<file path="config.mk">
export PLATFORM = sky130hd
export DESIGN_NAME = video_mode_byte_to_planar_top
export DESIGN_NICKNAME = d
export VERILOG_FILES = /design/src/sv/vmbp_pkg.sv /design/src/sv/vmbp_convert.sv /design/src/sv/video_mode_byte_to_planar_top.sv
export VERILOG_INCLUDE_DIRS = /design/src /design/src/sv
export SDC_FILE = /design/constraint.sdc
export NUM_CORES = 1
export LEC_CHECK = 0
export ABC_CLOCK_PERIOD_IN_PS = 1850
export BUFFER_PORTS_ARGS = -buffer_cell sky130_fd_sc_hd__clkbuf_2
export CAP_MARGIN = 20
export CORE_ASPECT_RATIO = 1.75
export CORE_MARGIN = 2
export CORE_UTILIZATION = 48
export DETAILED_ROUTE_END_ITERATION = 8
export GPL_TIMING_DRIVEN = 0
export PLACE_DENSITY = 0.86
export SETUP_SLACK_MARGIN = 0.05
export SYNTH_ARGS = -nofsm -noshare
export SYNTH_HDL_FRONTEND = slang
export SYNTH_SLANG_ARGS = --single-unit
</file>
<file path="constraint.sdc">
create_clock -name clk -period 1.85 [get_ports clk]
set_clock_uncertainty 0.15 [all_clocks]
set_input_delay 0.0925 -clock clk [delete_from_list [all_inputs] [get_ports clk]]
set_output_delay 0.0925 -clock clk [all_outputs]
set_load 0.01 [all_outputs]
</file>
<file path="src/sv/video_mode_byte_to_planar_top_macros.svh">
// ----------------------------------------------------------------------------
// video mode byte to planar: assertion macros
// shared check forms for the planar converter, clocked on clk
// ----------------------------------------------------------------------------
`ifndef VIDEO_MODE_BYTE_TO_PLANAR_TOP_MACROS_SVH
`define VIDEO_MODE_BYTE_TO_PLANAR_TOP_MACROS_SVH

// check that holds outside reset
`define VMBP_ASSERT(lbl, prop, msg) \
	lbl: assert property (@(posedge clk) disable iff (!arst_n) prop) else $error(msg);

// check that also holds while reset is applied
`define VMBP_ASSERT_RST(lbl, prop, msg) \
	lbl: assert property (@(posedge clk) prop) else $error(msg);

`endif

</file>
<file path="src/sv/vmbp_pkg.sv">
// ----------------------------------------------------------------------------
// vmbp_pkg
// types and constants for the video mode byte to planar converter
// ----------------------------------------------------------------------------
`default_nettype none

package vmbp_pkg;

	typedef enum logic [1:0] {
		MODE_STD   = 2'd0,
		MODE_HIRES = 2'd1,
		MODE_BM4   = 2'd2,
		MODE_BM16  = 2'd3
	} mode_t;

	localparam logic [2:0] COUNT_FULL = 3'd4;
	localparam logic [2:0] COUNT_HALF = 3'd2;

	localparam logic [7:0] BYTE_ZERO = 8'h00;
	localparam logic [7:0] BYTE_ONES = 8'hff;

	localparam logic [7:0] PAIR_FORM_HI = 8'hc0;
	localparam logic [7:0] PAIR_FORM_LO = 8'h30;
	localparam logic [7:0] PAIR_ATTR_HI = 8'h0c;
	localparam logic [7:0] PAIR_ATTR_LO = 8'h03;

	localparam int unsigned NUM_PLANES = 4;

	typedef struct packed {
		logic [7:0] form_byte;
		logic [7:0] attr_byte;
	} in_item_t;

	typedef struct packed {
		logic [2:0] byte_count;
		logic [7:0] plane3_byte;
		logic [7:0] plane2_byte;
		logic [7:0] plane1_byte;
		logic [7:0] plane0_byte;
	} out_item_t;

endpackage

`default_nettype wire

</file>
<file path="src/sv/vmbp_convert.sv">
// ----------------------------------------------------------------------------
// vmbp_convert
// mode dependent mapping of a form / attribute pair onto four plane bytes
// ----------------------------------------------------------------------------
`default_nettype none

module vmbp_convert (
	input  wire vmbp_pkg::mode_t     mode,
	input  wire vmbp_pkg::in_item_t  item_in,
	output vmbp_pkg::out_item_t      item_out
);

	logic [3:0] fg;
	logic [3:0] bg;
	logic [7:0] std_p  [vmbp_pkg::NUM_PLANES];
	logic [7:0] bm16_p [vmbp_pkg::NUM_PLANES];
	logic [7:0] form;
	logic [7:0] attr;

	assign form = item_in.form_byte;
	assign attr = item_in.attr_byte;

	// color codes with inverted top bit
	assign fg = {~attr[6], attr[5:3]};
	assign bg = {~attr[7], attr[2:0]};

	always_comb begin
		for (int k = 0; k < vmbp_pkg::NUM_PLANES; k++) begin
			case ({fg[k], bg[k]})
				2'b11: std_p[k] = vmbp_pkg::BYTE_ONES;
				2'b10: std_p[k] = form;
				2'b01: std_p[k] = ~form;
				default: std_p[k] = vmbp_pkg::BYTE_ZERO;
			endcase
			bm16_p[k] = (form[4 + k] ? vmbp_pkg::PAIR_FORM_HI : vmbp_pkg::BYTE_ZERO)
				| (form[k] ? vmbp_pkg::PAIR_FORM_LO : vmbp_pkg::BYTE_ZERO)
				| (attr[4 + k] ? vmbp_pkg::PAIR_ATTR_HI : vmbp_pkg::BYTE_ZERO)
				| (attr[k] ? vmbp_pkg::PAIR_ATTR_LO : vmbp_pkg::BYTE_ZERO);
		end
	end

	always_comb begin
		case (mode)
			vmbp_pkg::MODE_STD: begin
				item_out.plane0_byte = std_p[0];
				item_out.plane1_byte = std_p[1];
				item_out.plane2_byte = std_p[2];
				item_out.plane3_byte = std_p[3];
				item_out.byte_count  = vmbp_pkg::COUNT_FULL;
			end
			vmbp_pkg::MODE_HIRES: begin
				item_out.plane0_byte = form;
				item_out.plane1_byte = attr;
				item_out.plane2_byte = vmbp_pkg::BYTE_ZERO;
				item_out.plane3_byte = vmbp_pkg::BYTE_ZERO;
				item_out.byte_count  = vmbp_pkg::COUNT_HALF;
			end
			vmbp_pkg::MODE_BM4: begin
				item_out.plane0_byte = attr;
				item_out.plane1_byte = form;
				item_out.plane2_byte = vmbp_pkg::BYTE_ZERO;
				item_out.plane3_byte = vmbp_pkg::BYTE_ZERO;
				item_out.byte_count  = vmbp_pkg::COUNT_HALF;
			end
			default: begin
				item_out.plane0_byte = bm16_p[0];
				item_out.plane1_byte = bm16_p[1];
				item_out.plane2_byte = bm16_p[2];
				item_out.plane3_byte = bm16_p[3];
				item_out.byte_count  = vmbp_pkg::COUNT_FULL;
			end
		endcase
	end

endmodule

`default_nettype wire

</file>
<file path="src/sv/video_mode_byte_to_planar_top.sv">
// an accepted item is held in the input register, then in the result register, which offers it on the master side
// throughput: one item per cycle, sustained while the master side takes each result
// the input register and the result register both advance in the same cycle,
// so the stream keeps moving as long as m_tready is high
// reset: arst_n clears both valid flags and sets mode_q to standard
// ----------------------------------------------------------------------------
// video_mode_byte_to_planar_top
// converts form / attribute byte pairs into planar bytes per screen mode
// ----------------------------------------------------------------------------
`default_nettype none

`include "video_mode_byte_to_planar_top_macros.svh"

module video_mode_byte_to_planar_top (
	input  wire        clk,
	input  wire        arst_n,
	input  wire        cfg_we,
	input  wire [1:0]  cfg_wdata,
	input  wire        s_tvalid,
	output logic       s_tready,
	input  wire [15:0] s_tdata,   // form_byte, attr_byte
	output logic       m_tvalid,
	input  wire        m_tready,
	output logic [39:0] m_tdata   // plane0..plane3 bytes, byte_count, zero pad
);

	vmbp_pkg::mode_t     mode_q;
	logic                valid_s1;
	vmbp_pkg::in_item_t  item_s1;
	logic                valid_s2;
	vmbp_pkg::out_item_t item_s2;
	vmbp_pkg::out_item_t conv;
	logic                adv_s2;
	logic                adv_s1;
	logic                half_mode;
	logic                full_mode;
	logic                half_ok;
	logic                full_ok;

	assign adv_s2   = !valid_s2 || m_tready;
	assign adv_s1   = !valid_s1 || adv_s2;
	assign s_tready = adv_s1;

	always_ff @(posedge clk or negedge arst_n) begin
		if (!arst_n) begin
			mode_q <= vmbp_pkg::MODE_STD;
		end else if (cfg_we) begin
			mode_q <= vmbp_pkg::mode_t'(cfg_wdata);
		end
	end

	always_ff @(posedge clk or negedge arst_n) begin
		if (!arst_n) begin
			valid_s1 <= 1'b0;
			valid_s2 <= 1'b0;
		end else begin
			if (adv_s1) begin
				valid_s1 <= s_tvalid;
			end
			if (adv_s2) begin
				valid_s2 <= valid_s1;
			end
		end
	end

	always_ff @(posedge clk) begin
		if (adv_s1 && s_tvalid) begin
			item_s1.form_byte <= s_tdata[7:0];
			item_s1.attr_byte <= s_tdata[15:8];
		end
		if (adv_s2 && valid_s1) begin
			item_s2 <= conv;
		end
	end

	vmbp_convert u_convert (
		.mode     (mode_q),
		.item_in  (item_s1),
		.item_out (conv)
	);

	assign m_tvalid = valid_s2;
	assign m_tdata  = {5'd0, item_s2};

	// checks
	assign half_mode = mode_q inside {vmbp_pkg::MODE_HIRES, vmbp_pkg::MODE_BM4};
	assign full_mode = mode_q inside {vmbp_pkg::MODE_STD, vmbp_pkg::MODE_BM16};
	assign half_ok   = (item_s2.byte_count == vmbp_pkg::COUNT_HALF)
		&& (item_s2.plane2_byte == vmbp_pkg::BYTE_ZERO)
		&& (item_s2.plane3_byte == vmbp_pkg::BYTE_ZERO);
	assign full_ok   = item_s2.byte_count == vmbp_pkg::COUNT_FULL;

	`VMBP_ASSERT_RST(a_no_valid_in_reset, !arst_n |=> !m_tvalid, "result valid during reset")
	`VMBP_ASSERT(a_s1_moves_on, (valid_s1 && adv_s2) |=> m_tvalid, "stage one item lost")
	`VMBP_ASSERT(a_half_modes, (m_tvalid && half_mode) |-> half_ok, "half mode result malformed")
	`VMBP_ASSERT(a_full_modes, (m_tvalid && full_mode) |-> full_ok, "full mode count wrong")

endmodule

`default_nettype wire
</file>
## Yosys cells after proc, flatten, opt, wreduce, memory -nomap -nowiden

Index checks and enable logic that the tools add are counted.

| cells by class | value |
|---|---|
| add/subtract/negate cells | 0 |
| order comparisons | 0 |
| shift-type cells | 0 |
| equal/unequal tests | 14 |
| bitwise gates (word level) | 15 |
| muxes and demuxes | 21 |
| multiply operators | 0 |
| div/mod/pow operators | 0 |
| reductions and logical operators | 7 |

Operators by type and width:

| cell | number |
|---|---|
| one-hot mux 35 bit (3 select lines) | 1 |
| OR 8 bit | 12 |
| one-hot mux 8 bit (3 select lines) | 4 |
| 2-to-1 mux 8 bit | 4 |
| 2-to-1 mux 6 bit | 4 |
| == test 2 bit (second input constant) | 9 |
| 2-to-1 mux 4 bit | 4 |
| == test 2 x 1 -> 1 bit (second input constant) | 5 |
| 2-to-1 mux 2 bit | 4 |
| inverter 8 bit | 1 |
| logical AND 1 bit | 2 |
| logical NOT 1 bit | 2 |
| logical NOT 2 bit | 1 |
| logical OR 1 bit | 2 |
| inverter 1 bit | 2 |

| storage, ports and cells | value |
|---|---|
| memories kept | 0 |
| latch bits | 0 |
| RAM bits | 0 |
| bits in registers | 55 |
| output and inout port bits | 42 |
| input port bits | 23 |
| word-level logic and storage cells | 67 |
| memory bits (read-only) | 0 |

## Longest topological paths before layout

| depth | value |
|---|---|
| depth in word-level cells | 5 |
| gate-level depth with buffers | 7 |
| mapped depth without buffers | 5 |

## By module

From an unflattened synthesis, not the netlist that was laid out.

| unflattened totals | value |
|---|---|
| cell total of the unflattened synthesis | 221 |
| area total of the unflattened synthesis | 2728.9 um^2 |

By module, submodules not included:

| module | seq. area each (um^2) | instances | area an instance (um^2) | cells an instance |
|---|---|---|---|---|
| video_mode_byte_to_planar_top | 1631.6 | 1 | 1749.2 | 69 |
| vmbp_convert | 0.0 | 1 | 979.7 | 152 |

## Least setup slack after synthesis

OpenSTA, ideal clock, no wires.

| timing path | value |
|---|---|
| kind | register to register |
| start | reg valid_s2 (netlist: m_tvalid) |
| end | reg item_s2, in the netlist m_tdata[0] (enable) |
| path slack | -47 ps |
| buffers on the path | 0 |
| data required time | 1306 ps |
| library setup time | 394 ps |
| clock period less this slack | 1897 ps |
| stages on the path, launching flop included | 3 |
| data arrival time | 1353 ps |
| path through | dfrtp_1 nand2b_1 and2_1 |

| on the way | value |
|---|---|
| longest elaborated chain between the ends | 3 |

Ends and longest elaborated chain:

| item | RTL line | text |
|---|---|---|
| from (decl) | video_mode_byte_to_planar_top.sv:30 | `logic valid_s2;` |
| from (signal assigned) | video_mode_byte_to_planar_top.sv:61 | `valid_s2 <= valid_s1;` |
| logical NOT 1 bit | video_mode_byte_to_planar_top.sv:40 | `assign adv_s2 = !valid_s2 \|\| m_tready;` |
| logical OR 1 bit | video_mode_byte_to_planar_top.sv:40 |  |
| logical AND 1 bit | video_mode_byte_to_planar_top.sv:71 | `if (adv_s2 && valid_s1) begin` |
| to (signal assigned) | video_mode_byte_to_planar_top.sv:72 | `item_s2 <= conv;` |
| to (decl) | video_mode_byte_to_planar_top.sv:31 | `vmbp_pkg::out_item_t item_s2;` |

Every way passes these cells.
A chain may end at the register's enable or synchronous reset.

==> results.tsv <==
metric	value	unit
status	finished clean	
Crit path buffers/inverters	2	
Routed wire per std cell	15.7	um
Starting Density	0.499	
hpwl dp	4.05	mm
DIE WIDTH	59.9	um
Crit Path Max Fanout	10	
register area share after synthesis	0.611	
clk slew on worst S/H paths	0.09	ns
FF-to-FF path depth	5	
Congestion Overflow GR	0	
Max H-tree Level	2	
Cell Int Power	2.03	mW
Max Cap Viol	0	
most frequent cells in the layout	58 x clkbuf_2, 50 x edfxtp_1, 25 x dlygate4sd3_1	
clock power share	0.221	
worst hold path type	input pin to flop	
final setup fails	0	
Sw Share	0.272	
Port Buffers	58	
CTS tree	yes	
Post-Place Worst Slack	-0.0392	ns
Multi-input gate area	916	sq um
Final Critical Period	1.81	ns
Worst-Margin Slew	0.729	ns
vias in the first global route	2025	
Avg Inst Size Synth	11.7	sq um
Pwr Density	816	nW/um^2
top cells by area, synth	edfxtp_1 57%, mux2i_1 4.2%, dfrtp_1 3.8%, o21ai_1 3.4%, nand2_1 3.4%	
number of flops mapped to enable cells by yosys	50	
design area	3420	sq um
layout cells sized above 1	0.313	
critical path endpoint category	flop	
Setup CP Type	flop to flop	
crit path DAT	1.70	ns
Post-Route WL	5.93	mm
Clock Sinks	54	
Hold Crit Depth	2	
delay of the slowest critical-path stage	0.39	ns
Pleak	1.43	nW
top cell family by delay on the critical path	compound AO/OA/AOI/OAI gates	
crit share post-route	0.977	
Flop pwr share	0.549	
switching power	0.760	mW
largest net degree at the start of global routing	35	
Synth Instances	224	
top_reg_cell synth	edfxtp_1	
ant diodes	0	
Die H	102	um
row cnt	35	
Worst EP required	1.74	ns
Final Worst Setup Slack	0.0417	ns
Register Area	1600	sq um
mapped cell area	2620	sq um
Yosys top cell by area	edfxtp_1	
placed inst area	3000	sq um
num ports	65	
via/cell ratio	5.57	
crit path cell chain	buf_4 > ha_1 > buf_4 > a221oi_1 > a21oi_1	
TritonCTS buffer count	5	
Max VDD drop	0.000669	V
Tot GR Track Use	0.207	
antenna violations before repair	0	
Critical Path Slowest Stage Cell	dfrtp_1	
most common cell after layout, fill and taps aside	clkbuf_2	
Via Count	2107	
gp weighted congestion	0.961	
Slew headroom	0.514	
clk buf depth	2	
Worst path depth	5	
Slew Viols, Final	0	
Worst setup SP type	flop	
CTS root buffer	clkbuf_8	
Worst-Skew Late Latency	0.30	ns
Fmax	553	MHz
fillers	418	
final hold violations	0	
post-route ant nets	0	
setup TNS	0	ns
nets@finish	349	
combinational share of power	0.230	
Yosys reg bits	54	
residual DRC count	0	
Hold Slack	0.349	ns
global-route wire length before repair	9.36	mm
Detailed Routing Iterations Pass 1	5	
share of Yosys cell area claimed by the top area cell type	0.573	
ys async rst share	0.0741	
DRT iter0 DRCs	62	
core footprint	5260	sq um
most used cell, CP	buf_4	
Yosys warning count	0	
DIE AREA	6090	sq um
RSZ-0062 raised after global routing	true	
Netlist cell types	34	
synthesis-to-layout area growth	30.6	%
cells in the mapped netlist (5+ instances only):
cell type,number
buf_2,10
nand2_1,24
a21oi_1,17
buf_4,6
o21ai_1,18
o21ai_0,9
a221oi_1,5
a31oi_1,6
nor2_1,9
edfxtp_1,50
mux2i_1,11
clkbuf_1,10
state kept, by name, summed over array words and instances (netlist names):
signal / flops
item_s1: 16
m_tdata: 34
m_tvalid: 1
mode_q: 2
valid_s1: 1
metrics by stage:
step,power (mW),cells,util
after floorplan,1.92,229,-
after global placement,2.10,342,0.571
after detailed placement,2.12,342,0.571
after CTS,2.77,376,0.639
after global routing,2.93,378,0.651
final,2.79,378,0.651
path summary, 6_finish.rpt:
kind | from | end | slack (ns)
setup / recovery | mode_q[0]$_DFFE_PN0P_ | m_tdata[14]$_DFFE_PP_ | 0.04
max in group asynchronous | arst_n | m_tvalid$_DFFE_PN0P_ | 0.84
min in group asynchronous | arst_n | mode_q[0]$_DFFE_PN0P_ | 0.54
hold reg to reg | valid_s1$_DFFE_PN0P_ | m_tvalid$_DFFE_PN0P_ | 0.36
setup reg to reg | mode_q[0]$_DFFE_PN0P_ | m_tdata[14]$_DFFE_PP_ | 0.04
hold / removal | s_tdata[1] | item_s1[9]$_DFFE_PP_ | 0.35
layout make-up:
| type | instances | share of cell area |
|---|---|---|
| Timing Repair Buffer | 86 | 0.164 |
| Clock buffer | 5 | 0.0201 |
| Sequential cell | 54 | 0.468 |
| Tap cell | 55 | 0.0201 |
| Clock inverter | 3 | 0.00475 |
| Buffer | 27 | 0.0486 |
| Multi-Input combinational cell | 142 | 0.268 |
| Inverter | 6 | 0.00658 |
layer usage:
metal / GRT usage / vias up / wire (um)
li1: - / 1003 / -
met1: 0.238 / 962 / 2110
met2: 0.365 / 119 / 3140
met3: 0.0294 / 23 / 382
met4: 0.101 / 0 / 297
met5: 0 / - / 0
logic make-up (layout without fill, tap and decap cells):
| logic type | Yosys count | after routing | share of synthesized area |
|---|---|---|---|
| AO/OA/AOI/OAI | 70 | 70 | 0.161 |
| adder cells (fa/ha/maj) | 4 | 4 | 0.0191 |
| buffers and inverters | 33 | 127 | 0.0635 |
| flip-flops | 54 | 54 | 0.611 |
| multiplexers | 15 | 15 | 0.0592 |
| other | 1 | 6 | 0.00143 |
| AND/OR/NAND/NOR | 47 | 47 | 0.0845 |
power by group through the flow:
stage	sequential, mW	combinational, mW	clock, mW
after floorplan	1.60	0.315	0
after global placement	1.56	0.541	0
after detailed placement	1.56	0.553	0
after CTS	1.53	0.608	0.627
after global routing	1.55	0.705	0.676
final	1.53	0.641	0.618
repair_timing:
item | in CTS | in global routing
hold buffers | 25 | 0
buffers inserted | 1 | 1
gates cloned | 0 | 1
pin swaps | 0 | 2
gates resized for setup | 5 | 21
hold endpoints to repair | 24 | 0
setup endpoints to repair | 17 | 25
worst reg2reg max path, stage by stage, from the launching register on:
cell and delay (ns):
dfrtp_1 0.39, buf_4 0.14, ha_1 0.24, buf_4 0.20, a221oi_1 0.32, a21oi_1 0.12
(Power assumes the default switching activity.)
